<file path="config.mk">
export PLATFORM = sky130hd
export DESIGN_NAME = wait_deadline_tracker
export DESIGN_NICKNAME = d
export VERILOG_FILES = /design/src/rtl/wdt_pkg.sv /design/src/rtl/wdt_alu.sv /design/src/rtl/wdt_store.sv /design/src/rtl/wdt_ctrl.sv /design/src/rtl/wait_deadline_tracker.sv
export SDC_FILE = /design/constraint.sdc
export NUM_CORES = 2
export LEC_CHECK = 0
export ABC_AREA = 1
export BUFFER_PORTS_ARGS = -buffer_cell sky130_fd_sc_hd__buf_2
export CAP_MARGIN = 20
export CORE_AREA = 2 2 431 433
export DETAILED_ROUTE_END_ITERATION = 8
export DIE_AREA = 0 0 433 435
export HOLD_SLACK_MARGIN = 0.08
export PLACE_DENSITY = 0.67
export SLEW_MARGIN = 5
export SYNTH_ARGS = -nofsm -noshare
export SYNTH_HDL_FRONTEND = slang
export SYNTH_HIERARCHICAL = 1
export SYNTH_SLANG_ARGS = --single-unit
</file>
<file path="constraint.sdc">
create_clock -name i_clk -period 39 [get_ports i_clk]
set_clock_uncertainty 0.05 [all_clocks]
set_input_delay 0 -clock i_clk [delete_from_list [all_inputs] [get_ports i_clk]]
set_output_delay 0 -clock i_clk [all_outputs]
set_load 0.02 [all_outputs]
</file>
<file path="src/rtl/wdt_pkg.sv">
// Package: types, constants and codes shared by the wait deadline tracker.
package wdt_pkg;

    localparam int SLOTS     = 16;
    localparam int IDX_W     = (SLOTS > 1) ? $clog2(SLOTS) : 1;
    localparam int MAX_WAKES = 16;
    localparam int WAKE_W    = $clog2(MAX_WAKES + 1);

    localparam int IN_DATA_W  = 168;
    localparam int OUT_DATA_W = 104;

    localparam logic [2:0] REASON_NONE  = 3'd0;
    localparam logic [2:0] REASON_TIMER = 3'd1;
    localparam logic [2:0] REASON_BAD   = 3'd7;

    typedef enum logic [1:0] {
        REQ_BEGIN  = 2'd0,
        REQ_SIGNAL = 2'd1,
        REQ_TICK   = 2'd2,
        REQ_CLEAR  = 2'd3
    } t_req;

    typedef enum logic {
        REG_OK_CODE      = 1'b0,
        REG_TIMEOUT_CODE = 1'b1
    } t_cfg_reg;

    typedef enum logic {
        ALU_ADD = 1'b0,
        ALU_SUB = 1'b1
    } t_alu_op;

    typedef enum logic [1:0] {
        S_IDLE,
        S_EXEC,
        S_SCAN,
        S_FLUSH
    } t_state;

    typedef struct packed {
        logic        pending;
        logic        armed;
        logic [2:0]  reason;
        logic [31:0] deadline;
        logic [63:0] addr;
    } t_slot_rec;

    typedef struct packed {
        logic             en;
        logic [IDX_W-1:0] idx;
        t_slot_rec        rec;
    } t_slot_wr;

    typedef struct packed {
        logic        accepted;
        logic        woke;
        logic [3:0]  slot;
        logic [2:0]  reason;
        logic [31:0] result;
        logic [63:0] addr;
        logic        last;
    } t_result;

endpackage

</file>
<file path="src/rtl/wdt_alu.sv">
// Shared 32-bit adder/subtractor used for deadline arming and expiry compares.
module wdt_alu
    import wdt_pkg::*;
(
    input  t_alu_op     i_op,
    input  logic [31:0] i_a,
    input  logic [31:0] i_b,
    output logic [31:0] o_y
);

    always_comb begin
        case (i_op)
            ALU_ADD: o_y = i_a + i_b;
            ALU_SUB: o_y = i_a - i_b;
            default: o_y = i_a + i_b;
        endcase
    end

endmodule

</file>
<file path="src/rtl/wdt_store.sv">
// Per-slot wait record storage with one read and one write port.
module wdt_store
    import wdt_pkg::*;
(
    input  logic             i_clk,
    input  logic             i_rst_n,
    input  logic [IDX_W-1:0] i_rd_idx,
    output t_slot_rec        o_rd_rec,
    input  t_slot_wr         i_wr
);

    logic        r_pending  [SLOTS];
    logic        r_armed    [SLOTS];
    logic [2:0]  r_reason   [SLOTS];
    logic [31:0] r_deadline [SLOTS];
    logic [63:0] r_addr     [SLOTS];

    always_ff @(posedge i_clk) begin
        if (!i_rst_n) begin
            for (int i = 0; i < SLOTS; i++) begin
                r_pending[i] <= 1'b0;
                r_armed[i]   <= 1'b0;
            end
        end else if (i_wr.en) begin
            r_pending[i_wr.idx] <= i_wr.rec.pending;
            r_armed[i_wr.idx]   <= i_wr.rec.armed;
        end
    end

    // reason/deadline/address are only looked at while pending
    always_ff @(posedge i_clk) begin
        if (i_wr.en) begin
            r_reason[i_wr.idx]   <= i_wr.rec.reason;
            r_deadline[i_wr.idx] <= i_wr.rec.deadline;
            r_addr[i_wr.idx]     <= i_wr.rec.addr;
        end
    end

    always_comb begin
        o_rd_rec.pending  = r_pending[i_rd_idx];
        o_rd_rec.armed    = r_armed[i_rd_idx];
        o_rd_rec.reason   = r_reason[i_rd_idx];
        o_rd_rec.deadline = r_deadline[i_rd_idx];
        o_rd_rec.addr     = r_addr[i_rd_idx];
    end

endmodule

</file>
<file path="src/rtl/wdt_ctrl.sv">
// Request sequencer: decode, slot scan, result holding and output register.
module wdt_ctrl
    import wdt_pkg::*;
(
    input  logic                  i_clk,
    input  logic                  i_rst_n,
    input  logic                  i_cfg_valid,
    input  logic                  i_cfg_index,
    input  logic [31:0]           i_cfg_data,
    input  logic                  i_s_axis_tvalid,
    output logic                  o_s_axis_tready,
    input  logic [IN_DATA_W-1:0]  i_s_axis_tdata,
    input  logic [1:0]            i_s_axis_tuser,
    output logic                  o_m_axis_tvalid,
    input  logic                  i_m_axis_tready,
    output t_result               o_result,
    output logic [IDX_W-1:0]      o_rd_idx,
    input  t_slot_rec             i_rd_rec,
    output t_slot_wr              o_wr,
    output t_alu_op               o_alu_op,
    output logic [31:0]           o_alu_a,
    output logic [31:0]           o_alu_b,
    input  logic [31:0]           i_alu_y
);

    t_state            r_state, n_state;
    logic [IDX_W-1:0]  r_idx, n_idx;
    logic [WAKE_W-1:0] r_wakes, n_wakes;
    t_result           r_hold, n_hold;
    logic              r_hold_v, n_hold_v;
    logic              r_out_valid;
    t_result           r_out;
    logic [31:0]       r_ok_code, r_tmo_code;

    t_req              r_req;
    logic [3:0]        r_slot;
    logic [2:0]        r_reason;
    logic [31:0]       r_timeout;
    logic [31:0]       r_now;
    logic [31:0]       r_sig;
    logic [63:0]       r_addr;

    logic              in_xfer;
    logic              out_free;
    logic              out_load;
    t_result           out_data;
    logic              slot_ok;
    logic              expired;
    logic              ok;
    logic [31:0]       wake_code;

    assign in_xfer         = i_s_axis_tvalid && o_s_axis_tready;
    assign o_s_axis_tready = (r_state == S_IDLE);
    assign out_free        = !r_out_valid || i_m_axis_tready;
    assign o_m_axis_tvalid = r_out_valid;
    assign o_result        = r_out;
    assign slot_ok         = int'(r_slot) < SLOTS;
    assign wake_code       = (i_rd_rec.reason == REASON_TIMER) ? r_ok_code : r_tmo_code;

    always_ff @(posedge i_clk) begin
        if (!i_rst_n) begin
            r_ok_code  <= '0;
            r_tmo_code <= '1;
        end else if (i_cfg_valid) begin
            case (t_cfg_reg'(i_cfg_index))
                REG_OK_CODE:      r_ok_code  <= i_cfg_data;
                REG_TIMEOUT_CODE: r_tmo_code <= i_cfg_data;
                default:          r_ok_code  <= r_ok_code;
            endcase
        end
    end

    always_ff @(posedge i_clk) begin
        if (in_xfer) begin
            r_req     <= t_req'(i_s_axis_tuser);
            r_slot    <= i_s_axis_tdata[3:0];
            r_reason  <= i_s_axis_tdata[6:4];
            r_timeout <= i_s_axis_tdata[38:7];
            r_now     <= i_s_axis_tdata[70:39];
            r_sig     <= i_s_axis_tdata[102:71];
            r_addr    <= i_s_axis_tdata[166:103];
        end
    end

    always_ff @(posedge i_clk) begin
        if (!i_rst_n) begin
            r_state     <= S_IDLE;
            r_idx       <= '0;
            r_wakes     <= '0;
            r_hold_v    <= 1'b0;
            r_out_valid <= 1'b0;
        end else begin
            r_state  <= n_state;
            r_idx    <= n_idx;
            r_wakes  <= n_wakes;
            r_hold_v <= n_hold_v;
            if (out_load) begin
                r_out_valid <= 1'b1;
            end else if (i_m_axis_tready) begin
                r_out_valid <= 1'b0;
            end
        end
    end

    always_ff @(posedge i_clk) begin
        r_hold <= n_hold;
        if (out_load) begin
            r_out <= out_data;
        end
    end

    always_comb begin
        n_state  = r_state;
        n_idx    = r_idx;
        n_wakes  = r_wakes;
        n_hold   = r_hold;
        n_hold_v = r_hold_v;
        out_load = 1'b0;
        out_data = '0;
        o_wr     = '0;
        ok       = 1'b0;
        expired  = 1'b0;
        o_rd_idx = (r_state == S_SCAN) ? r_idx : IDX_W'(r_slot);
        o_alu_op = (r_state == S_SCAN) ? ALU_SUB : ALU_ADD;
        o_alu_a  = r_now;
        o_alu_b  = (r_state == S_SCAN) ? i_rd_rec.deadline : r_timeout;

        case (r_state)
            S_IDLE: begin
                if (in_xfer) begin
                    n_state  = (t_req'(i_s_axis_tuser) == REQ_TICK) ? S_SCAN : S_EXEC;
                    n_idx    = '0;
                    n_wakes  = '0;
                    n_hold_v = 1'b0;
                end
            end
            S_EXEC: begin
                if (out_free) begin
                    out_load      = 1'b1;
                    out_data.last = 1'b1;
                    n_state       = S_IDLE;
                    o_wr.idx      = IDX_W'(r_slot);
                    case (r_req)
                        REQ_BEGIN: begin
                            ok = slot_ok && r_reason != REASON_NONE &&
                                 r_reason != REASON_BAD && !i_rd_rec.pending;
                            o_wr.en           = ok;
                            o_wr.rec.pending  = 1'b1;
                            o_wr.rec.armed    = (r_timeout != '0);
                            o_wr.rec.reason   = r_reason;
                            o_wr.rec.deadline = (r_timeout != '0) ? i_alu_y : '0;
                            o_wr.rec.addr     = r_addr;
                            out_data.accepted = ok;
                        end
                        REQ_SIGNAL: begin
                            ok = slot_ok && i_rd_rec.pending && i_rd_rec.reason == r_reason;
                            o_wr.en           = ok;
                            o_wr.rec.reason   = i_rd_rec.reason;
                            o_wr.rec.addr     = i_rd_rec.addr;
                            out_data.accepted = ok;
                            out_data.woke     = ok;
                            if (ok) begin
                                out_data.slot   = r_slot;
                                out_data.reason = r_reason;
                                out_data.result = r_sig;
                                out_data.addr   = i_rd_rec.addr;
                            end
                        end
                        REQ_CLEAR: begin
                            o_wr.en = slot_ok;
                        end
                        default: begin
                            o_wr.en = 1'b0;
                        end
                    endcase
                end
            end
            S_SCAN: begin
                expired = i_rd_rec.pending && i_rd_rec.armed && !i_alu_y[31] &&
                          (r_wakes < WAKE_W'(MAX_WAKES));
                // two wakes queued with the output still full: hold the scan
                if (!(expired && r_hold_v && !out_free)) begin
                    if (expired) begin
                        o_wr.en         = 1'b1;
                        o_wr.idx        = r_idx;
                        o_wr.rec.reason = i_rd_rec.reason;
                        o_wr.rec.addr   = i_rd_rec.addr;
                        n_hold.accepted = 1'b1;
                        n_hold.woke     = 1'b1;
                        n_hold.slot     = 4'(r_idx);
                        n_hold.reason   = i_rd_rec.reason;
                        n_hold.result   = wake_code;
                        n_hold.addr     = i_rd_rec.addr;
                        n_hold.last     = 1'b0;
                        n_hold_v        = 1'b1;
                        n_wakes         = r_wakes + WAKE_W'(1);
                        if (r_hold_v) begin
                            out_load = 1'b1;
                            out_data = r_hold;
                        end
                    end
                    if (r_idx == IDX_W'(SLOTS - 1)) begin
                        n_state = S_FLUSH;
                    end else begin
                        n_idx = r_idx + IDX_W'(1);
                    end
                end
            end
            S_FLUSH: begin
                if (out_free) begin
                    out_load = 1'b1;
                    if (r_hold_v) begin
                        out_data = r_hold;
                    end
                    out_data.last = 1'b1;
                    n_hold_v      = 1'b0;
                    n_state       = S_IDLE;
                end
            end
            default: begin
                n_state = S_IDLE;
            end
        endcase
    end

endmodule

</file>
<file path="src/rtl/wait_deadline_tracker.sv">
// Top level: per-slot wait tracker with deadline expiry scan.
//
//  channel   direction  handshake                     payload
//  config    in         i_cfg_valid / o_cfg_ready     i_cfg_index, i_cfg_data
//  request   in         i_s_axis_tvalid / tready      i_s_axis_tdata, i_s_axis_tuser
//  result    out        o_m_axis_tvalid / tready      o_m_axis_tdata, tuser, tlast
//
//  Begin, signal and clear are accepted, then read and update the slot and load
//  the result once the result register is free. A tick scans one slot per cycle
//  through the shared 32-bit adder unless stalled, then loads the last result.
//  A scan stalls if a new wake meets a held wake and a full result register.
//  Reset (i_rst_n low, synchronous) clears all pending and deadline flags.
module wait_deadline_tracker
    import wdt_pkg::*;
(
    input  logic                  i_clk,
    input  logic                  i_rst_n,
    input  logic                  i_cfg_valid,
    output logic                  o_cfg_ready,
    input  logic                  i_cfg_index,
    input  logic [31:0]           i_cfg_data,
    input  logic                  i_s_axis_tvalid,
    output logic                  o_s_axis_tready,
    // slot[3:0], reason[6:4], timeout[38:7], now_tick[70:39],
    // signal_result[102:71], user_addr[166:103], zero[167]
    input  logic [IN_DATA_W-1:0]  i_s_axis_tdata,
    // req_type[1:0]
    input  logic [1:0]            i_s_axis_tuser,
    output logic                  o_m_axis_tvalid,
    input  logic                  i_m_axis_tready,
    // woke_slot[3:0], woke_reason[6:4], woke_result[38:7], woke_addr[102:39],
    // zero[103]
    output logic [OUT_DATA_W-1:0] o_m_axis_tdata,
    // accepted[0], woke[1]
    output logic [1:0]            o_m_axis_tuser,
    output logic                  o_m_axis_tlast
);

    t_result          result;
    logic [IDX_W-1:0] rd_idx;
    t_slot_rec        rd_rec;
    t_slot_wr         wr;
    t_alu_op          alu_op;
    logic [31:0]      alu_a;
    logic [31:0]      alu_b;
    logic [31:0]      alu_y;

    assign o_cfg_ready    = 1'b1;
    assign o_m_axis_tdata = {1'b0, result.addr, result.result, result.reason, result.slot};
    assign o_m_axis_tuser = {result.woke, result.accepted};
    assign o_m_axis_tlast = result.last;

    wdt_ctrl u_ctrl (
        .i_clk           (i_clk),
        .i_rst_n         (i_rst_n),
        .i_cfg_valid     (i_cfg_valid),
        .i_cfg_index     (i_cfg_index),
        .i_cfg_data      (i_cfg_data),
        .i_s_axis_tvalid (i_s_axis_tvalid),
        .o_s_axis_tready (o_s_axis_tready),
        .i_s_axis_tdata  (i_s_axis_tdata),
        .i_s_axis_tuser  (i_s_axis_tuser),
        .o_m_axis_tvalid (o_m_axis_tvalid),
        .i_m_axis_tready (i_m_axis_tready),
        .o_result        (result),
        .o_rd_idx        (rd_idx),
        .i_rd_rec        (rd_rec),
        .o_wr            (wr),
        .o_alu_op        (alu_op),
        .o_alu_a         (alu_a),
        .o_alu_b         (alu_b),
        .i_alu_y         (alu_y)
    );

    wdt_store u_store (
        .i_clk    (i_clk),
        .i_rst_n  (i_rst_n),
        .i_rd_idx (rd_idx),
        .o_rd_rec (rd_rec),
        .i_wr     (wr)
    );

    wdt_alu u_alu (
        .i_op (alu_op),
        .i_a  (alu_a),
        .i_b  (alu_b),
        .o_y  (alu_y)
    );

endmodule

</file>
After elaboration in Yosys (flattened, before gate mapping). Memories as Yosys holds them, arrays and structs flattened. Cells that the tools add are included.

Bits in registers: 455. Bits in writable memories: 1616. Bits of input ports: 208. Output and inout bits: 110. Word-level logic and storage cells: 155. Memories kept: 5.

$add $sub $neg: 4. $lt $le $gt $ge: 1. Eq/ne operators: 17. Multiplexer cells: 69. Bitwise gates (word level): 3. Reductions and logical operators: 31.

Memory list: u_store.r_addr (words 16, width 64, rd ports 1, clocked after memory_dff 0, wr ports 1, RTL line wdt_store.sv:16) `logic [63:0] r_addr [SLOTS];`; u_store.r_deadline (words 16, width 32, rd ports 1, clocked after memory_dff 0, wr ports 1, RTL line wdt_store.sv:15) `logic [31:0] r_deadline [SLOTS];`; u_store.r_reason (words 16, width 3, rd ports 1, clocked after memory_dff 0, wr ports 1, RTL line wdt_store.sv:14) `logic [2:0] r_reason [SLOTS];`; u_store.r_armed (words 16, width 1, rd ports 1, clocked after memory_dff 0, wr ports 16, RTL line wdt_store.sv:13) `logic r_armed [SLOTS];`; u_store.r_pending (words 16, width 1, rd ports 1, clocked after memory_dff 0, wr ports 16, RTL line wdt_store.sv:12) `logic r_pending [SLOTS];`.

Operator list (count): $mux W106 (6); $pmux W106 S3 (1); $pmux W64 S2 (2); $mux W32 (5); $mux W64 (2); $mux W104 (1); $mux W103 (1); $pmux W32 S2 (1); $add A32 B32 Y32 (1); $reduce_bool A32 Y1 (1); $sub A32 B32 Y32 (1); $mux W5 (5); $mux W4 (6); $mux W1 (20); $pmux W5 S2 (2); $mux W2 (7); $pmux W3 S2 (2); $reduce_and A4 Y1 (3); $ne A2 B2 Y1 const B (5); $logic_and A1 B1 Y1 (9); $eq A2 B2 Y1 const B (4); $pmux W4 S2 (1); $mux W3 (2); $pmux W1 S3 (2); other kinds (22) (35).

Depth between registers and ports, before layout. An unclocked memory read counts as a cell.

Depth in word-level cells: 18. Gate-level depth with buffers: 54. Depth with buffers taken out: 48.

Hierarchy. The synthesis kept the hierarchy.

By module, submodules not included: wdt_store (instances 1, cells an instance 6635, area each 69006.2 um^2, sequential area each 48206.2 um^2); wdt_ctrl (instances 1, cells an instance 1730, area each 18909.4 um^2, sequential area each 12892.4 um^2); wdt_alu (instances 1, cells an instance 705, area each 3388.2 um^2, sequential area each 0.0 um^2); wait_deadline_tracker (instances 1, cells an instance 4, area each 22.5 um^2, sequential area each 0.0 um^2).

Least setup slack after synthesis. No wires, ideal clock.

Kind: register to register. Start point: register u_ctrl.r_state[0]. End point: memory u_store.r_armed[10]. Arrival: 14375 ps. Required time: 38824 ps. Setup slack: 24450 ps. Cell stages (with the launch flop): 46. Clock period less this slack: 14550 ps. Cells stage by stage: dfxtp_1 inv_1 ha_1 buf_2 clkbuf_1 buf_2 nand2_1 nand2_1 buf_2 clkbuf_1 buf_1 nand3_1 nand3_1 nand2_1 nand2_1 o21ai_0 inv_1 ha_1 [10 not listed] nand2_1 a21oi_1 nand2_2 nand2_2 nand2_1 nand2_1 nand2_1 nor2_1 nand3_2 nor2_4 buf_2 nand2_1 a21oi_1 nand2_1 nor3_1 inv_1 nand3_1 o21ai_1.

RTL lines: from (decl) (RTL line wdt_ctrl.sv:26) `t_state r_state, n_state;`; from (signal assigned) (RTL line wdt_ctrl.sv:93) `r_state <= n_state;`; to (decl) (RTL line wdt_store.sv:13).

==> out/metrics.yaml <==
synthesis:
  ys_types: 39
  synthXorXnorAreaFrac: 0.004220
  yosys_register_bits: 2071
  syn_nets: 9322
  muxShareOfSynthArea: 0
  synthSimpleGateAreaFrac: 0.2082
  syn_inst: 9074
  netlist_top_cells_area: "edfxtp_1, nand2_1, nand3_1, inv_1, dfxtp_1"
  avgSynthCellArea_sq_um: 10.06
  synth_top_area_cell: "edfxtp_1"
  synthArstFlopShare: 0
  ys_warn_count: 6
  synth_top_family_by_area: "simple AND/OR/NAND/NOR gates"
  synthAdderAreaFrac: 0.005562
  synth-main-ff-cell: "edfxtp_1"
  yosysMostFrequentCell: "nand2_1"
  ys_seq_area_frac: 0.6690
  synth_top_area_frac: 0.6451
  synthTopCellsByCount: "nand2_1, edfxtp_1, inv_1"
  syn_area_sq_um: 91330
  synth-edff-count: 1962
  synth_compound_area_frac: 0.02611
global_routing:
  grt_pass1_vias: 65160
  grt.met3_usage: 0.03646
  antenna_found_initial: 10
  grtUsageTotal: 0.2673
  grt_max_degree: 214
  use_met1: 0.3427
  overflow: 0
  use_met2: 0.4471
  grt_pass1_wl_um: 383300
  busiest_layer: "met2"
sta:
  slew_headroom: 0.2069
  rsz0062_at_grt: "no"
  drv_slew: 0
  fmax_mhz: 85.40
  hold_violations: 0
  min_period_ps: 11710
  hold_ws_ps: 131.2
  tightest_slew_ps: 1190
  tns_ps: 0
  finalSetupViolations: 0
  fin_crit_sh: 0.3002
setup_path:
  cp.arrival_ps: 12100
  crit_required_ps: 39390
  crit_fanout: 158
  cpMostUsedCell: "nand2_1"
  reg2reg_setup_slack_ps: 27290
  endpoint_kind: "register"
  endpoint: "u_store/r_addr[12][6]$_DFFE_PP_"
  rr_worst_depth: 45
  timing.rr.end: "u_store/r_addr[12][6]$_DFFE_PP_"
  crit_type: "reg2reg"
  crit_slowest_cell: "buf_4"
  critPathMaxStageDelay_ps: 960
  start_kind: "register"
  r2r-start: "u_ctrl/r_state[0]$_SDFFE_PN0P_"
  startpoint: "u_ctrl/r_state[0]$_SDFFE_PN0P_"
clock_network:
  cts_sinks: 2071
  numCtsBuffers: 209
  cts_tree: "done"
  clockBufferDepth: 3
  ctsResizeCount: 0
  htreeDepth: 4
  path_clk_slew_ps: 60
  cts_root_buf: "clkbuf_16"
  worstSkewPairLatency_ps: 840
detailed_routing:
  vias: 66910
  drtIter0Drc: 7829
  post_drt_wl_per_cell_um: 20.82
  routed_wl_um: 257200
  drcViolationCount: 0
  antenna_left: 0
  via_per_inst: 5.417
  firstDrtPassIters: 7
die:
  initial_core_util: 0.4962
  ioPinCount: 318
  die_x_um: 433
  die-area_sq_um: 188400
  die-height_um: 435
  coreArea_sq_um: 184000
  rows: 158
job:
  drv_cap: 0
outcome:
  status: "finished clean"
placed_design:
  gp_congestion: 0.8866
  port_buffers: 314
  dpl.hpwl_um: 127200
layout:
  final_nets: 9941
  syn_to_final_growth_pct: 16.36
  fin_util: 0.5774
  drive_gt1_frac: 0.08302
power:
  irDropWorstVdd_mv: 0.08384
  power_mw: 7.306
  pwr_density_cell_nw_per_um2: 68.75
  leakagePower_nw: 44.29
min_path:
  hp-class: "in2reg"
[registers in the layout (all words and copies together) (netlist names), 3 cells and up]
signal / cells
u_ctrl/o_alu_a: 32
u_ctrl/r_timeout: 32
u_ctrl/r_addr: 64
u_ctrl/o_result: 106
u_ctrl/r_idx: 4
u_ctrl/r_wakes: 5
u_ctrl/r_sig: 32
u_store/r_reason: 48
u_ctrl/r_reason: 3
u_store/r_pending: 16
u_ctrl/r_hold: 103
u_store/r_deadline: 512
u_ctrl/r_ok_code: 32
u_store/r_addr: 1024
u_store/r_armed: 16
u_ctrl/r_tmo_code: 32
u_ctrl/r_slot: 4
[worst min-delay path by stage]
stage	from	end	slack, ps	cells past startpoint
floorplan	i_s_axis_tdata[39]	u_ctrl/o_alu_a[0]$_DFFE_PP_	50	0
global placement	i_s_axis_tdata[55]	u_ctrl/o_alu_a[16]$_DFFE_PP_	130	1
detailed placement	i_s_axis_tdata[62]	u_ctrl/o_alu_a[23]$_DFFE_PP_	130	1
CTS	i_m_axis_tready	u_ctrl/o_result[0]$_DFFE_PP_	110	4
global route	i_m_axis_tready	u_ctrl/o_result[0]$_DFFE_PP_	130	4
finish	i_m_axis_tready	u_ctrl/o_result[0]$_DFFE_PP_	130	4
[layout make-up]
type                    count  area [sq um]
multi-input cells        5012         22510
clock buffers             254          5514
inverters                1509          5714
clock inverters           129          1096
flip-flops and latches   2071         61100
repair buffers            890          7209
fillers                 14900         77790
diodes                      7         17.52
well taps                2480          3103
[critical path, delay by kind of cell (launching register included)]
kind,cells,cell delay (ps)
AO/OA/AOI/OAI,3,620
XOR/XNOR,1,190
adder cells (fa/ha/maj),2,600
buffers and inverters,12,5210
flip-flops,1,330
AND/OR/NAND/NOR,27,4070
[layout by cell type (no fill, tap or decap), types with 118 or more instances in the layout]
cell,instances
nand2_1,2673
edfxtp_1,1962
inv_1,1489
nand3_1,1428
dlygate4sd3_1,442
buf_2,314
a21oi_1,242
clkbuf_16,213
o21ai_0,191
nor2_1,134
buf_4,118
[routing by layer]
| layer | vias up | wire [um] |
|---|---|---|
| li1 | 30990 | - |
| met1 | 32040 | 100100 |
| met2 | 3177 | 124300 |
| met3 | 708 | 20190 |
| met4 | 0 | 12590 |
| met5 | - | 0 |
[stage by stage]
| step | cell area [sq um] | std cells | worst slack (ps) |
|---|---|---|---|
| global route | 106300 | 12350 | 26500 |
| floorplan | 91330 | 9074 | 24450 |
| global placement | 95030 | 11500 | 27010 |
| detailed placement | 95080 | 11510 | 27420 |
| CTS | 106100 | 12330 | 27380 |
| finish | 106300 | 12350 | 27290 |
[where the power goes]
| group | switching, mW | internal [mW] |
|---|---|---|
| clock | 0.846 | 1.10 |
| sequential | 0.0367 | 2.64 |
| combinational | 1.97 | 0.711 |
| total | 2.86 | 4.45 |
[cell families (layout without fill, tap and decap cells)]
family | Yosys count | in the layout
other cells | 2 | 9
simple gates | 4457 | 4457
flops | 2071 | 2071
compound gates | 469 | 469
buf+inv | 1991 | 2782
fa+ha+maj | 40 | 40
xor+xnor | 44 | 44
[timing repair]
| action | in CTS | in global routing |
|---|---|---|
| endpoints found under the hold margin | 371 | 0 |
| hold buffers | 442 | 0 |
| buffers inserted | 0 | 0 |
Note: power is estimated with default switching activity, not from simulation.
